**src/hdl/orbb_pkg.sv**
```systemverilog
// Shared types, constants and helpers for the in-order block release buffer.
package orbb_pkg;

    localparam int PENDING_SLOTS = 16;
    localparam int SLOT_W        = (PENDING_SLOTS > 1) ? $clog2(PENDING_SLOTS) : 1;
    localparam int HDR_BYTES     = 4;
    localparam int ENTRY_W       = 48;
    localparam int QUEUE_DEPTH   = 2;
    localparam int QUEUE_AW      = (QUEUE_DEPTH > 1) ? $clog2(QUEUE_DEPTH) : 1;
    localparam int IN_TDATA_W    = 80;
    localparam int OUT_TDATA_W   = 128;
    localparam int OUT_TUSER_W   = 2;

    typedef logic [SLOT_W-1:0] slot_idx_t;

    typedef enum logic [1:0] {
        ST_RELEASED = 2'd0,
        ST_DROPPED  = 2'd1,
        ST_STALE    = 2'd2
    } status_t;

    typedef enum logic [1:0] {
        CMD_RELEASE = 2'd0,
        CMD_STORE   = 2'd1,
        CMD_DROP    = 2'd2,
        CMD_STALE   = 2'd3
    } cmd_kind_t;

    typedef struct packed {
        cmd_kind_t   kind;
        slot_idx_t   idx;
        logic [31:0] seq;
        logic [13:0] wid;
        logic [17:0] len;
        logic [15:0] handle;
    } cmd_t;

    typedef struct packed {
        logic                     idle;
        logic [31:0]              next_seq;
        slot_idx_t                next_idx;
        logic [PENDING_SLOTS-1:0] slot_valid;
    } back_stat_t;

    typedef enum logic {
        B_IDLE  = 1'b0,
        B_DRAIN = 1'b1
    } back_state_t;

    // byte0 = id low, byte1 = length top bits over id high, byte2/3 = length bytes
    function automatic logic [31:0] pack_header(logic [13:0] wid, logic [17:0] len);
        return {len[7:0], len[15:8], len[17:16], wid[13:8], wid[7:0]};
    endfunction

endpackage

```
**src/hdl/orbb_ram.sv**
```systemverilog
// Generic single-write, single-read RAM with registered read data.
module orbb_ram #(
    parameter int WIDTH = 8,
    parameter int DEPTH = 16
) (
    input  logic                                      clk,
    input  logic                                      wr_en,
    input  logic [((DEPTH > 1) ? $clog2(DEPTH) : 1)-1:0] wr_addr,
    input  logic [WIDTH-1:0]                          wr_data,
    input  logic                                      rd_en,
    input  logic [((DEPTH > 1) ? $clog2(DEPTH) : 1)-1:0] rd_addr,
    output logic [WIDTH-1:0]                          rd_data
);

    logic [WIDTH-1:0] mem [DEPTH];

    always_ff @(posedge clk) begin
        if (wr_en) begin
            mem[wr_addr] <= wr_data;
        end
        if (rd_en) begin
            rd_data <= mem[rd_addr];
        end
    end

endmodule

```
**src/hdl/orbb_front.sv**
```systemverilog
// Front end: accepts input transactions and classifies them against the window.
module orbb_front (
    input  orbb_pkg::back_stat_t            stat,
    input  logic                            s_tvalid,
    output logic                            s_tready,
    input  logic [orbb_pkg::IN_TDATA_W-1:0] s_tdata,
    input  logic                            q_empty,
    input  logic                            q_full,
    output logic                            q_push,
    output orbb_pkg::cmd_t                  q_cmd
);

    logic [31:0]             seq;
    logic [31:0]             seq_gap;
    logic                    wrapped;
    logic [orbb_pkg::SLOT_W:0] sum;
    orbb_pkg::slot_idx_t     idx;

    assign seq = s_tdata[31:0];

    // Window state is only final once the back end is idle with nothing queued.
    assign s_tready = stat.idle && q_empty && !q_full;
    assign q_push   = s_tvalid && s_tready;

    assign seq_gap = seq - stat.next_seq;
    assign wrapped = seq < stat.next_seq;
    assign sum     = {1'b0, stat.next_idx} + seq_gap[orbb_pkg::SLOT_W:0];

    // Slot of an ahead block; past the 2^32 wrap the sequence number itself is small.
    always_comb begin
        priority if (wrapped) begin
            idx = seq[orbb_pkg::SLOT_W-1:0];
        end else if (sum >= (orbb_pkg::SLOT_W+1)'(orbb_pkg::PENDING_SLOTS)) begin
            idx = orbb_pkg::SLOT_W'(sum - (orbb_pkg::SLOT_W+1)'(orbb_pkg::PENDING_SLOTS));
        end else begin
            idx = sum[orbb_pkg::SLOT_W-1:0];
        end
    end

    always_comb begin
        q_cmd.idx    = idx;
        q_cmd.seq    = seq;
        q_cmd.wid    = s_tdata[45:32];
        q_cmd.len    = s_tdata[63:46];
        q_cmd.handle = s_tdata[79:64];
        priority if (seq_gap == 32'd0) begin
            q_cmd.kind = orbb_pkg::CMD_RELEASE;
        end else if (seq_gap < 32'(orbb_pkg::PENDING_SLOTS)) begin
            q_cmd.kind = stat.slot_valid[idx] ? orbb_pkg::CMD_STALE : orbb_pkg::CMD_STORE;
        end else if (seq_gap[31]) begin
            q_cmd.kind = orbb_pkg::CMD_STALE;
        end else begin
            q_cmd.kind = orbb_pkg::CMD_DROP;
        end
    end

endmodule

```
**src/hdl/orbb_queue.sv**
```systemverilog
// Short command queue between the front end and the back end.
module orbb_queue (
    input  logic           aclk,
    input  logic           aresetn,
    input  logic           push,
    input  orbb_pkg::cmd_t push_data,
    input  logic           pop,
    output orbb_pkg::cmd_t pop_data,
    output logic           empty,
    output logic           full
);

    orbb_pkg::cmd_t                 entry_reg [orbb_pkg::QUEUE_DEPTH];
    logic [orbb_pkg::QUEUE_AW-1:0]  wr_ptr_reg, wr_ptr_next;
    logic [orbb_pkg::QUEUE_AW-1:0]  rd_ptr_reg, rd_ptr_next;
    logic [orbb_pkg::QUEUE_AW:0]    count_reg, count_next;
    logic                           do_push;
    logic                           do_pop;

    assign empty    = count_reg == '0;
    assign full     = count_reg == (orbb_pkg::QUEUE_AW+1)'(orbb_pkg::QUEUE_DEPTH);
    assign do_push  = push && !full;
    assign do_pop   = pop && !empty;
    assign pop_data = entry_reg[rd_ptr_reg];

    always_comb begin
        wr_ptr_next = wr_ptr_reg;
        rd_ptr_next = rd_ptr_reg;
        count_next  = count_reg;
        if (do_push) begin
            wr_ptr_next = (wr_ptr_reg == orbb_pkg::QUEUE_AW'(orbb_pkg::QUEUE_DEPTH-1))
                          ? '0 : wr_ptr_reg + 1'b1;
        end
        if (do_pop) begin
            rd_ptr_next = (rd_ptr_reg == orbb_pkg::QUEUE_AW'(orbb_pkg::QUEUE_DEPTH-1))
                          ? '0 : rd_ptr_reg + 1'b1;
        end
        if (do_push && !do_pop) begin
            count_next = count_reg + 1'b1;
        end else if (do_pop && !do_push) begin
            count_next = count_reg - 1'b1;
        end
    end

    always_ff @(posedge aclk) begin
        if (!aresetn) begin
            wr_ptr_reg <= '0;
            rd_ptr_reg <= '0;
            count_reg  <= '0;
        end else begin
            wr_ptr_reg <= wr_ptr_next;
            rd_ptr_reg <= rd_ptr_next;
            count_reg  <= count_next;
        end
    end

    always_ff @(posedge aclk) begin
        if (do_push) begin
            entry_reg[wr_ptr_reg] <= push_data;
        end
    end

endmodule

```
**src/hdl/orbb_back.sv**
```systemverilog
// Back end: executes commands, owns the slot table and drains waiting blocks.
module orbb_back (
    input  logic                             aclk,
    input  logic                             aresetn,
    input  logic                             q_empty,
    input  orbb_pkg::cmd_t                   q_cmd,
    output logic                             q_pop,
    output orbb_pkg::back_stat_t             stat,
    output logic                             m_tvalid,
    input  logic                             m_tready,
    output logic [orbb_pkg::OUT_TDATA_W-1:0] m_tdata,
    output logic [orbb_pkg::OUT_TUSER_W-1:0] m_tuser,
    output logic                             m_tlast
);

    localparam int N = orbb_pkg::PENDING_SLOTS;

    orbb_pkg::back_state_t            state_reg, state_next;
    logic [31:0]                      next_seq_reg, next_seq_next;
    orbb_pkg::slot_idx_t              next_idx_reg, next_idx_next;
    logic [47:0]                      byte_count_reg, byte_count_next;
    logic [N-1:0]                     slot_valid_reg, slot_valid_next;
    logic                             m_valid_reg, m_valid_next;
    logic [orbb_pkg::OUT_TDATA_W-1:0] m_data_reg, m_data_next;
    orbb_pkg::status_t                m_user_reg, m_user_next;
    logic                             m_last_reg, m_last_next;

    logic                             out_free;
    logic                             do_pop;
    logic                             drain_go;
    logic                             rel;
    logic [31:0]                      adv_seq;
    orbb_pkg::slot_idx_t              adv_idx;
    logic [N-1:0]                     valid_clr;
    logic                             more;
    logic [13:0]                      rel_wid;
    logic [17:0]                      rel_len;
    logic [15:0]                      rel_handle;
    logic [47:0]                      rel_bytes;

    logic                             ram_we;
    logic                             ram_re;
    orbb_pkg::slot_idx_t              ram_raddr;
    logic [orbb_pkg::ENTRY_W-1:0]     ram_q;

    orbb_ram #(
        .WIDTH (orbb_pkg::ENTRY_W),
        .DEPTH (N)
    ) u_slot_ram (
        .clk     (aclk),
        .wr_en   (ram_we),
        .wr_addr (q_cmd.idx),
        .wr_data ({q_cmd.wid, q_cmd.len, q_cmd.handle}),
        .rd_en   (ram_re),
        .rd_addr (ram_raddr),
        .rd_data (ram_q)
    );

    assign out_free = !m_valid_reg || m_tready;
    assign do_pop   = (state_reg == orbb_pkg::B_IDLE) && !q_empty
                      && ((q_cmd.kind == orbb_pkg::CMD_STORE) || out_free);
    assign q_pop    = do_pop;
    assign drain_go = (state_reg == orbb_pkg::B_DRAIN) && out_free;
    assign rel      = (do_pop && (q_cmd.kind == orbb_pkg::CMD_RELEASE)) || drain_go;

    assign adv_seq = next_seq_reg + 32'd1;

    // Slot of next_seq+1; restarts at zero when the sequence number wraps.
    always_comb begin
        priority if (next_seq_reg == '1) begin
            adv_idx = '0;
        end else if (next_idx_reg == orbb_pkg::SLOT_W'(N-1)) begin
            adv_idx = '0;
        end else begin
            adv_idx = next_idx_reg + 1'b1;
        end
    end

    always_comb begin
        valid_clr = slot_valid_reg;
        if (drain_go) begin
            valid_clr[next_idx_reg] = 1'b0;
        end
    end

    assign more = valid_clr[adv_idx];

    assign rel_wid    = drain_go ? ram_q[47:34] : q_cmd.wid;
    assign rel_len    = drain_go ? ram_q[33:16] : q_cmd.len;
    assign rel_handle = drain_go ? ram_q[15:0]  : q_cmd.handle;
    assign rel_bytes  = byte_count_reg + 48'(orbb_pkg::HDR_BYTES) + 48'(rel_len);

    // Next state
    always_comb begin
        state_next = state_reg;
        unique case (state_reg)
            orbb_pkg::B_IDLE: begin
                if (rel && more) begin
                    state_next = orbb_pkg::B_DRAIN;
                end
            end
            orbb_pkg::B_DRAIN: begin
                if (drain_go && !more) begin
                    state_next = orbb_pkg::B_IDLE;
                end
            end
            default: state_next = orbb_pkg::B_IDLE;
        endcase
    end

    // Datapath and outputs
    always_comb begin
        next_seq_next   = next_seq_reg;
        next_idx_next   = next_idx_reg;
        byte_count_next = byte_count_reg;
        slot_valid_next = slot_valid_reg;
        m_valid_next    = m_valid_reg && !m_tready;
        m_data_next     = m_data_reg;
        m_user_next     = m_user_reg;
        m_last_next     = m_last_reg;
        ram_we          = 1'b0;
        ram_re          = 1'b0;
        ram_raddr       = adv_idx;
        if (rel) begin
            m_valid_next    = 1'b1;
            m_data_next     = {rel_bytes, next_seq_reg, rel_handle,
                               orbb_pkg::pack_header(rel_wid, rel_len)};
            m_user_next     = orbb_pkg::ST_RELEASED;
            m_last_next     = !more;
            next_seq_next   = adv_seq;
            next_idx_next   = adv_idx;
            byte_count_next = rel_bytes;
            slot_valid_next = valid_clr;
            ram_re          = more;
        end else if (do_pop && (q_cmd.kind == orbb_pkg::CMD_STORE)) begin
            ram_we                     = 1'b1;
            slot_valid_next[q_cmd.idx] = 1'b1;
        end else if (do_pop) begin
            m_valid_next = 1'b1;
            m_data_next  = {byte_count_reg, q_cmd.seq, q_cmd.handle, 32'd0};
            m_user_next  = (q_cmd.kind == orbb_pkg::CMD_DROP)
                           ? orbb_pkg::ST_DROPPED : orbb_pkg::ST_STALE;
            m_last_next  = 1'b1;
        end
    end

    always_ff @(posedge aclk) begin
        if (!aresetn) begin
            state_reg      <= orbb_pkg::B_IDLE;
            next_seq_reg   <= '0;
            next_idx_reg   <= '0;
            byte_count_reg <= '0;
            slot_valid_reg <= '0;
            m_valid_reg    <= 1'b0;
        end else begin
            state_reg      <= state_next;
            next_seq_reg   <= next_seq_next;
            next_idx_reg   <= next_idx_next;
            byte_count_reg <= byte_count_next;
            slot_valid_reg <= slot_valid_next;
            m_valid_reg    <= m_valid_next;
        end
    end

    always_ff @(posedge aclk) begin
        m_data_reg <= m_data_next;
        m_user_reg <= m_user_next;
        m_last_reg <= m_last_next;
    end

    assign stat.idle       = state_reg == orbb_pkg::B_IDLE;
    assign stat.next_seq   = next_seq_reg;
    assign stat.next_idx   = next_idx_reg;
    assign stat.slot_valid = slot_valid_reg;

    assign m_tvalid = m_valid_reg;
    assign m_tdata  = m_data_reg;
    assign m_tuser  = m_user_reg;
    assign m_tlast  = m_last_reg;

endmodule

```
**src/hdl/in_order_block_release_buffer_unit.sv**
```systemverilog
// Top level of the in-order block release buffer.
//
// Input stream (s_*): one transaction per finished block, in any order.
// Output stream (m_*): releases in sequence order, plus one reject per block
// that is too far ahead (tuser 1) or stale/duplicate (tuser 2). tlast marks
// the final result caused by an input transaction; a block stored for later
// gives no result.
// With the output register free, an accepted input is written to the command
// queue and its first result is then registered in the output register.
// A new input is taken only once the back end has popped the previous command
// and is idle; the drain loop releases further waiting blocks, reading one
// slot-table RAM entry per cycle while the output register is free.
// A pending result sits in the output register and does not block the next
// input; while m_tready is low during a drain, the drain and s_tready hold.
// Reset (aresetn low, synchronous) empties the window, sets the expected
// sequence number and byte total to zero and drops any pending result. Slot
// valid bits are flip-flops, so no clearing pass follows reset.
module in_order_block_release_buffer_unit (
    input  logic                             aclk,
    input  logic                             aresetn,
    input  logic                             s_tvalid,
    output logic                             s_tready,
    // seq_number[31:0], worker_id[45:32], block_length[63:46], buffer_handle[79:64]
    input  logic [orbb_pkg::IN_TDATA_W-1:0]  s_tdata,
    output logic                             m_tvalid,
    input  logic                             m_tready,
    // frame_header[31:0], out_handle[47:32], out_seq[79:48], bytes_total[127:80]
    output logic [orbb_pkg::OUT_TDATA_W-1:0] m_tdata,
    // status[1:0]
    output logic [orbb_pkg::OUT_TUSER_W-1:0] m_tuser,
    output logic                             m_tlast
);

    orbb_pkg::back_stat_t stat;
    orbb_pkg::cmd_t       push_cmd;
    orbb_pkg::cmd_t       pop_cmd;
    logic                 q_push;
    logic                 q_pop;
    logic                 q_empty;
    logic                 q_full;

    orbb_front u_front (
        .stat     (stat),
        .s_tvalid (s_tvalid),
        .s_tready (s_tready),
        .s_tdata  (s_tdata),
        .q_empty  (q_empty),
        .q_full   (q_full),
        .q_push   (q_push),
        .q_cmd    (push_cmd)
    );

    orbb_queue u_queue (
        .aclk      (aclk),
        .aresetn   (aresetn),
        .push      (q_push),
        .push_data (push_cmd),
        .pop       (q_pop),
        .pop_data  (pop_cmd),
        .empty     (q_empty),
        .full      (q_full)
    );

    orbb_back u_back (
        .aclk     (aclk),
        .aresetn  (aresetn),
        .q_empty  (q_empty),
        .q_cmd    (pop_cmd),
        .q_pop    (q_pop),
        .stat     (stat),
        .m_tvalid (m_tvalid),
        .m_tready (m_tready),
        .m_tdata  (m_tdata),
        .m_tuser  (m_tuser),
        .m_tlast  (m_tlast)
    );

endmodule

```
**config.mk**
```make
export PLATFORM = sky130hd
export DESIGN_NAME = in_order_block_release_buffer_unit
export DESIGN_NICKNAME = d
export VERILOG_FILES = /design/src/hdl/orbb_pkg.sv /design/src/hdl/orbb_ram.sv /design/src/hdl/orbb_front.sv /design/src/hdl/orbb_queue.sv /design/src/hdl/orbb_back.sv /design/src/hdl/in_order_block_release_buffer_unit.sv
export SDC_FILE = /design/constraint.sdc
export NUM_CORES = 2
export LEC_CHECK = 0
export ABC_AREA = 0
export ABC_CLOCK_PERIOD_IN_PS = 8000
export BUFFER_PORTS_ARGS = -buffer_cell sky130_fd_sc_hd__buf_2
export CORE_AREA = 2 2 324 326
export CTS_CLUSTER_SIZE = 16
export DETAILED_ROUTE_END_ITERATION = 8
export DIE_AREA = 0 0 326 328
export GPL_ROUTABILITY_DRIVEN = 0
export MAX_ROUTING_LAYER = met4
export PLACE_DENSITY = 0.69
export SYNTH_ARGS = -nofsm -noshare
export SYNTH_HDL_FRONTEND = slang
export SYNTH_HIERARCHICAL = 1
export SYNTH_SLANG_ARGS = --single-unit
```
**constraint.sdc**
```tcl
create_clock -name aclk -period 8 [get_ports aclk]
set_clock_uncertainty 0.1 [all_clocks]
set_input_delay 1.6 -clock aclk [delete_from_list [all_inputs] [get_ports aclk]]
set_output_delay 1.6 -clock aclk [all_outputs]
set_load 0.01 [all_outputs]
```
* Yosys cells after proc, flatten, opt, wreduce, memory -nomap -nowiden
Memories as Yosys holds them, arrays and structs flattened. A register that Yosys moved wholly into a read port is not among the register bits.
Index checks and enable logic that the tools add are counted.
** Operators by class
- Equality and inequality tests :: 6
- Multiplexer cells :: 48
- Order comparisons :: 9
- Add/sub/neg operators :: 11
- Bitwise logic cells :: 5
- Reduce and logical (&&, ||, !) cells :: 35
** Operator list (number)
- 128-bit two-way mux :: 3
- 16-bit two-way mux :: 4
- 48-bit by 18-bit adder with 48-bit output :: 1
- 48-bit by 3-bit adder with 48-bit output (second input constant) :: 1
- 32-bit by 1-bit adder with 32-bit output (second input constant) :: 1
- 32-bit equality test (second input constant) :: 1
- 32-bit zero test :: 1
- 32-bit < comparator :: 1
- 32-bit by 5-bit < comparator with 1-bit output (second input constant) :: 1
- 32-bit subtractor :: 1
- 1-bit two-way mux :: 24
- 4-bit by 5-bit < comparator with 1-bit output (second input constant) :: 4
- 18-bit two-way mux :: 1
- 1-bit logical AND :: 17
- 16-bit AND :: 1
- 4-bit two-way mux :: 4
- 16-bit NOT :: 1
- 16-bit OR :: 1
- 14-bit two-way mux :: 1
- 2-bit two-way mux :: 6
- 1-bit binary-select mux with 4-bit select :: 2
- 1-bit demux with 4-bit select :: 2
- 4-bit by 1-bit greater-or-equal comparator with 1-bit output (second input constant) :: 2
- 1-bit zero test :: 7
- other kinds (17) :: 26
** Word-level totals
- Memories :: 2
- Bits in registers :: 237
- Logic and storage cells :: 128
- RAM bits :: 940
- Input bits :: 84
** Memory list
- u_back.u_slot_ram.mem :: depth 16, width 48, rd ports 1, clocked after Yosys merged registers in 1, wr ports 1, RTL line orbb_ram.sv:15 : logic [WIDTH-1:0] mem [DEPTH];
- u_queue.entry_reg :: depth 2, width 86, rd ports 1, clocked after Yosys merged registers in 1, wr ports 1, RTL line orbb_queue.sv:13 : orbb_pkg::cmd_t entry_reg [orbb_pkg::QUEUE_DEPTH];

* Logic depth before layout (Yosys ltp)
- Depth after elaboration :: 13
- Mapped depth :: 17
- Mapped depth without buffers :: 14

* Hierarchy
The synthesis kept the hierarchy.
** By module, submodules not included
- orbb_ram :: area each 30175.2 sq um, cells an instance 1242, sequential area each 24503.5 sq um, times used 1
- orbb_back :: area each 11355.9 sq um, cells an instance 1194, sequential area each 5955.7 sq um, times used 1
- orbb_queue :: area each 6598.8 sq um, cells an instance 293, sequential area each 5265.0 sq um, times used 1
- orbb_front :: area each 3135.5 sq um, cells an instance 452, sequential area each 0.0 sq um, times used 1

* Worst setup path after synthesis
OpenSTA, ideal clock, no wires.
- Path type :: input -> register
- Start :: input port m_tready
- End :: register u_back.m_data_reg (netlist bit u_back/m_tdata[0]), enable pin
- Arrival time :: 7.061 ns
- Stages :: 2
- Setup slack :: 0.221 ns
- Buffers on the path :: 0
- Cell sequence :: nor2b_1 -> nor2_1
** On the way
- Word-level cells in the longest chain between the ends :: 7
** Ends and longest elaborated chain
- start: declaration :: RTL line in_order_block_release_buffer_unit.sv:26 : input logic m_tready,
- 1-bit logical OR * :: RTL line orbb_back.sv:59 : assign out_free = !m_valid_reg || m_tready;
- 1-bit logical OR :: RTL line orbb_back.sv:61 : && ((q_cmd.kind == orbb_pkg::CMD_STORE) || out_free);
- 1-bit logical AND :: RTL line orbb_back.sv:61
- 1-bit logical AND :: RTL line orbb_back.sv:64 : assign rel = (do_pop && (q_cmd.kind == orbb_pkg::CMD_RELEASE)) || drain_go;
- 1-bit logical OR :: RTL line orbb_back.sv:64
- 2-bit by 1-bit != test with 1-bit output (no source line) or 2-bit nonzero test (tied branches)
- 2-bit AND reduction (no source line) *
- end signal: assignment :: RTL line orbb_back.sv:166 : m_data_reg <= m_data_next;
- end: declaration :: RTL line orbb_back.sv:24 : logic [orbb_pkg::OUT_TDATA_W-1:0] m_data_reg, m_data_next;
Mark *: on every way between the ends. The rest lies on a longest branch, timed or not.
A chain may end at the register's enable or synchronous reset.

* Final worst setup path
- Start :: input port m_tready
- End :: register u_back.m_data_reg (netlist bit u_back/m_tdata[119]) (data pin)
** RTL lines
- 1-bit logical OR :: RTL line orbb_back.sv:59
- 1-bit logical AND :: RTL line orbb_back.sv:63 : assign drain_go = (state_reg == orbb_pkg::B_DRAIN) && out_free;
- 18-bit two-way mux :: RTL line orbb_back.sv:89 : assign rel_len = drain_go ? ram_q[33:16] : q_cmd.len;
- via u_back.rel_len[1] :: RTL line orbb_back.sv:37 : logic [17:0] rel_len;
- 48-bit by 18-bit adder with 48-bit output :: RTL line orbb_back.sv:91 : assign rel_bytes = byte_count_reg + 48'(orbb_pkg::HDR_BYTES) + 48'(rel_len);
- 128-bit two-way mux :: RTL line orbb_back.sv:124 : if (rel) begin
- via u_back.m_data_next (one bit) :: RTL line orbb_back.sv:24
The timed path passes the listed nets, and every way through them passes these cells.

==> metrics list <==
- TritonCTS Buffers: 120
* Synthesized area: approximately 50000 sq um
* DRC marker count from the first detailed-route iteration: roughly 2700
- #FFs+latches synth: approximately 1200
* Final routed wire length divided by cell count: between 20 and 25 um
- The share of the Yosys chip area taken by registers is 0.697.
* Status: finished clean
- Net Count, Synth: 3345
* Die outline area: approximately 110000 sq um
- OpenSTA, run right after detailed placement, puts the worst setup slack at between 1.5 and 2 ns.
- Nets@finish: about 3500
- Adding up every negative setup slack in the final design gives 0 ns.
- After synthesis, the share of flip-flops with an asynchronous set or reset is 0.
- The worst setup path is launched from a primary input.
* IR drop worst, VDD: about 0.22 mV
- Fraction of layout cells with a size suffix above 1: 0.227
* Final routed wirelength across all metal layers: ~120000 um
- Yosys mapped a number of flops with a built-in enable equal to approximately 1100.
- In the routed layout, each cell is associated on average with a via count of about 5.8.
* Largest register FFs: ~770
- Across all register-to-register paths, the minimum setup slack is about 2.7 ns.
- Leaving out fill and tap cells, the most frequent cell in the layout is edfxtp_1.
- Number of violations of the max-capacitance limit: 0
- Power per standard cell area: 278 nW/um^2
- Largest net degree at the start of global routing: a little under 100
* HP Class: reg -> reg
- The final-report max-slew violation count was 0.
- Syn_area_per_cell: between 15 and 20 sq um
- Total of buffers placed on input and output ports: roughly 220
* Required @ worst endpoint: around 8.3 ns
* Critical Path Sink Type: register
- Count of final hold-check violations: 0
- For this run, the detailed router's first-pass iteration total came to 7.
* Cell at the root of the clock tree: clkbuf_16
- For this run the aggregate overflow at the end of global routing stands at 0.
- Across all setup checks in the final design, the least slack found is about 2.3 ns.
- Counting I/O delays and the setup requirement, the final critical path takes ~5.7 ns.
* Number of global-route vias before repair: roughly 28000
* Most frequent cells in the layout: edfxtp_1 (1117), nand2_1 (386), buf_2 (216), mux4_2 (193), clkbuf_16 (122)
* RSZ-0062 raised after global routing: false
- Filler cell count: 7929
- Worst slew pin tran: around 1.2 ns
- Setup violation total in the final timing report: 0
* CP Data Arrival Time: about 6 ns
- Initial standard-cell utilization of the core: 0.497
- Post-placement cell count: between 4000 and 5000
* Die Height: ~330 um
* Post-detailed-route DRC marker count: 0
- In the synthesized netlist, the number of instances is 3181.
* TritonCTS Sinks: roughly 1200
- The clock passes through at most 3 buffers.
* Post-detailed-route count of antenna-violating nets: 0
- Top-level I/O count: about 220
* Reg2reg end: u_back/m_tdata[119]
* Global-route wire length before repair: about 170000 um
- Along the worst path, the maximum fanout reaches 24.
* Detailed Place HPWL: ~65000 um
- In this run, post-CTS hold repair placed 0 buffers.
- Clock insertion delay at the later pin of the skew report: about 0.71 ns
* Depth of the worst register-to-register path: 14
- In the global route stage, overall resource usage came out at 0.222.
- The core region is 103000 sq um.
* Number of warnings printed during yosys synthesis: 6
- Startpoint of the worst register-to-register path: u_back/state_reg
- The critical path is of the in -> reg type.
- Count of placed standard cells in the final layout, fillers left out: a little under 5000
- In this run the most critical hold path is launched from u_back/m_tuser[0].
* Maximum level of the CTS H-tree: 3
- Post-CTS repair changed the size of 0 cells.
- CTS tree: done
* Worst-case headroom to the max-slew limit: 0.190
- Relative to the synthesized area, the layout overhead comes to 11.7%.
- Clock transition at the registers of the reported paths: ~0.060 ns
* Cell depth of the worst min-delay path: 2
- Min-Delay Endpoint: u_back/m_tuser[0]
- Count of distinct cell types in the synthesized netlist: about 100
* Final critical-path share of the clock period: 0.707
- Static timing analysis puts the maximum clock frequency at 0.177 GHz.
- Detailed-route via count: ~28000
- Static Leak: a little under 20 nW
* Initial antenna violation count: 8
- Once the clock tree was built, the setup fixing pass inserted 0 buffers.
- Die Wd: roughly 330 um
- In the synthesized netlist the dominant register cell turns out to be edfxtp_1.
- After floorplanning, the core was divided into between 100 and 150 placement rows.
[final cells by class]
type                            instances  area, sq um  share of cell area
Antenna cell                            2         5.00           0.0000874
Clock buffer                          149         3210              0.0561
Clock inverter                         74          702              0.0123
Inverter                               82          308             0.00537
Multi-Input combinational cell       1663        14200               0.247
Sequential cell                      1226        35700               0.624
Tap cell                             1380         1730              0.0301
Timing Repair Buffer                  258         1420              0.0248
[Yosys cell counts (11+ instances only)]
cell type	count	area share
nand2_1	387	0.028
buf_2	21	0.0021
xor2_1	33	0.0056
a22oi_1	99	0.014
mux2i_1	27	0.0053
buf_1	24	0.0018
nor3_1	31	0.0030
a31oi_1	12	0.0015
and2_1	39	0.0048
nor2b_1	13	0.0016
a211oi_1	17	0.0025
a21o_1	19	0.0028
buf_4	100	0.015
inv_1	81	0.0059
mux2_2	46	0.010
nand3_1	38	0.0037
ha_1	77	0.019
edfxtp_1	1117	0.65
nor2_1	119	0.0087
o21a_1	11	0.0016
dfxtp_1	109	0.043
nand2b_1	33	0.0040
or3_1	14	0.0017
a21oi_1	114	0.011
o21ai_0	60	0.0059
xnor2_1	50	0.0085
mux2_4	40	0.012
nand4_1	19	0.0023
and3_1	16	0.0020
mux4_2	193	0.085
clkbuf_1	56	0.0041
[power by group]
group          total (W)  switching [W]  internal (W)
sequential       0.00816       0.000140       0.00802
combinational    0.00224        0.00157      0.000666
clock            0.00554        0.00240       0.00314
[cells by family after synthesis]
logic type | count (synthesis) | synth area share
compound gates | 431 | 0.0573
xor+xnor | 83 | 0.0142
fa+ha+maj | 80 | 0.0200
buf+inv | 292 | 0.0304
flops | 1226 | 0.697
mux | 308 | 0.113
simple gates | 761 | 0.0687
[worst max-delay path: stages]
cell and delay [ns]:
buf_2 0.10, or2b_2 0.44, nand2_2 0.45, nand2_1 0.15
nand2_1 0.11, ha_1 0.23, ha_1 0.24, fa_1 0.45
a211oi_2 0.26, o21ai_1 0.17, a2111oi_2 0.55, nor2_1 0.17
a21oi_1 0.67, nor2_1 0.20, xor2_1 0.19
[stage by stage]
step | power, W | util | cell area, sq um | hold WS [ns]
6_report | 0.0159 | 0.555 | 57300 | 0.379
2_1_floorplan | 0.00977 | - | 51300 | 0.349
5_1_grt | 0.0166 | 0.555 | 57300 | 0.417
3_5_place_dp | 0.0106 | 0.517 | 53400 | 0.371
4_1_cts | 0.0161 | 0.555 | 57300 | 0.379
3_3_place_gp | 0.0105 | 0.517 | 53400 | 0.364
[layer usage]
layer,vias up,share of wire,track usage
met3,144,0.070,0.0325
met5,-,0,-
met4,0,0.018,0.0552
met2,978,0.49,0.356
li1,12600,-,-
met1,14200,0.42,0.302
[how the worst max path moves through the flow]
| stage | from | end | cells past startpoint |
|---|---|---|---|
| final | m_tready | u_back/m_tdata[119] | 15 |
| after global routing | m_tready | u_back/m_tdata[117] | 15 |
| after CTS | m_tready | u_back/m_tdata[119] | 15 |
| after detailed placement | m_tready | u_back/m_tdata[119] | 15 |
| after global placement | m_tready | u_back/m_tdata[119] | 15 |
| after floorplan | m_tready | u_back/m_tdata[0] | 2 |
(Power assumes the default switching activity.)
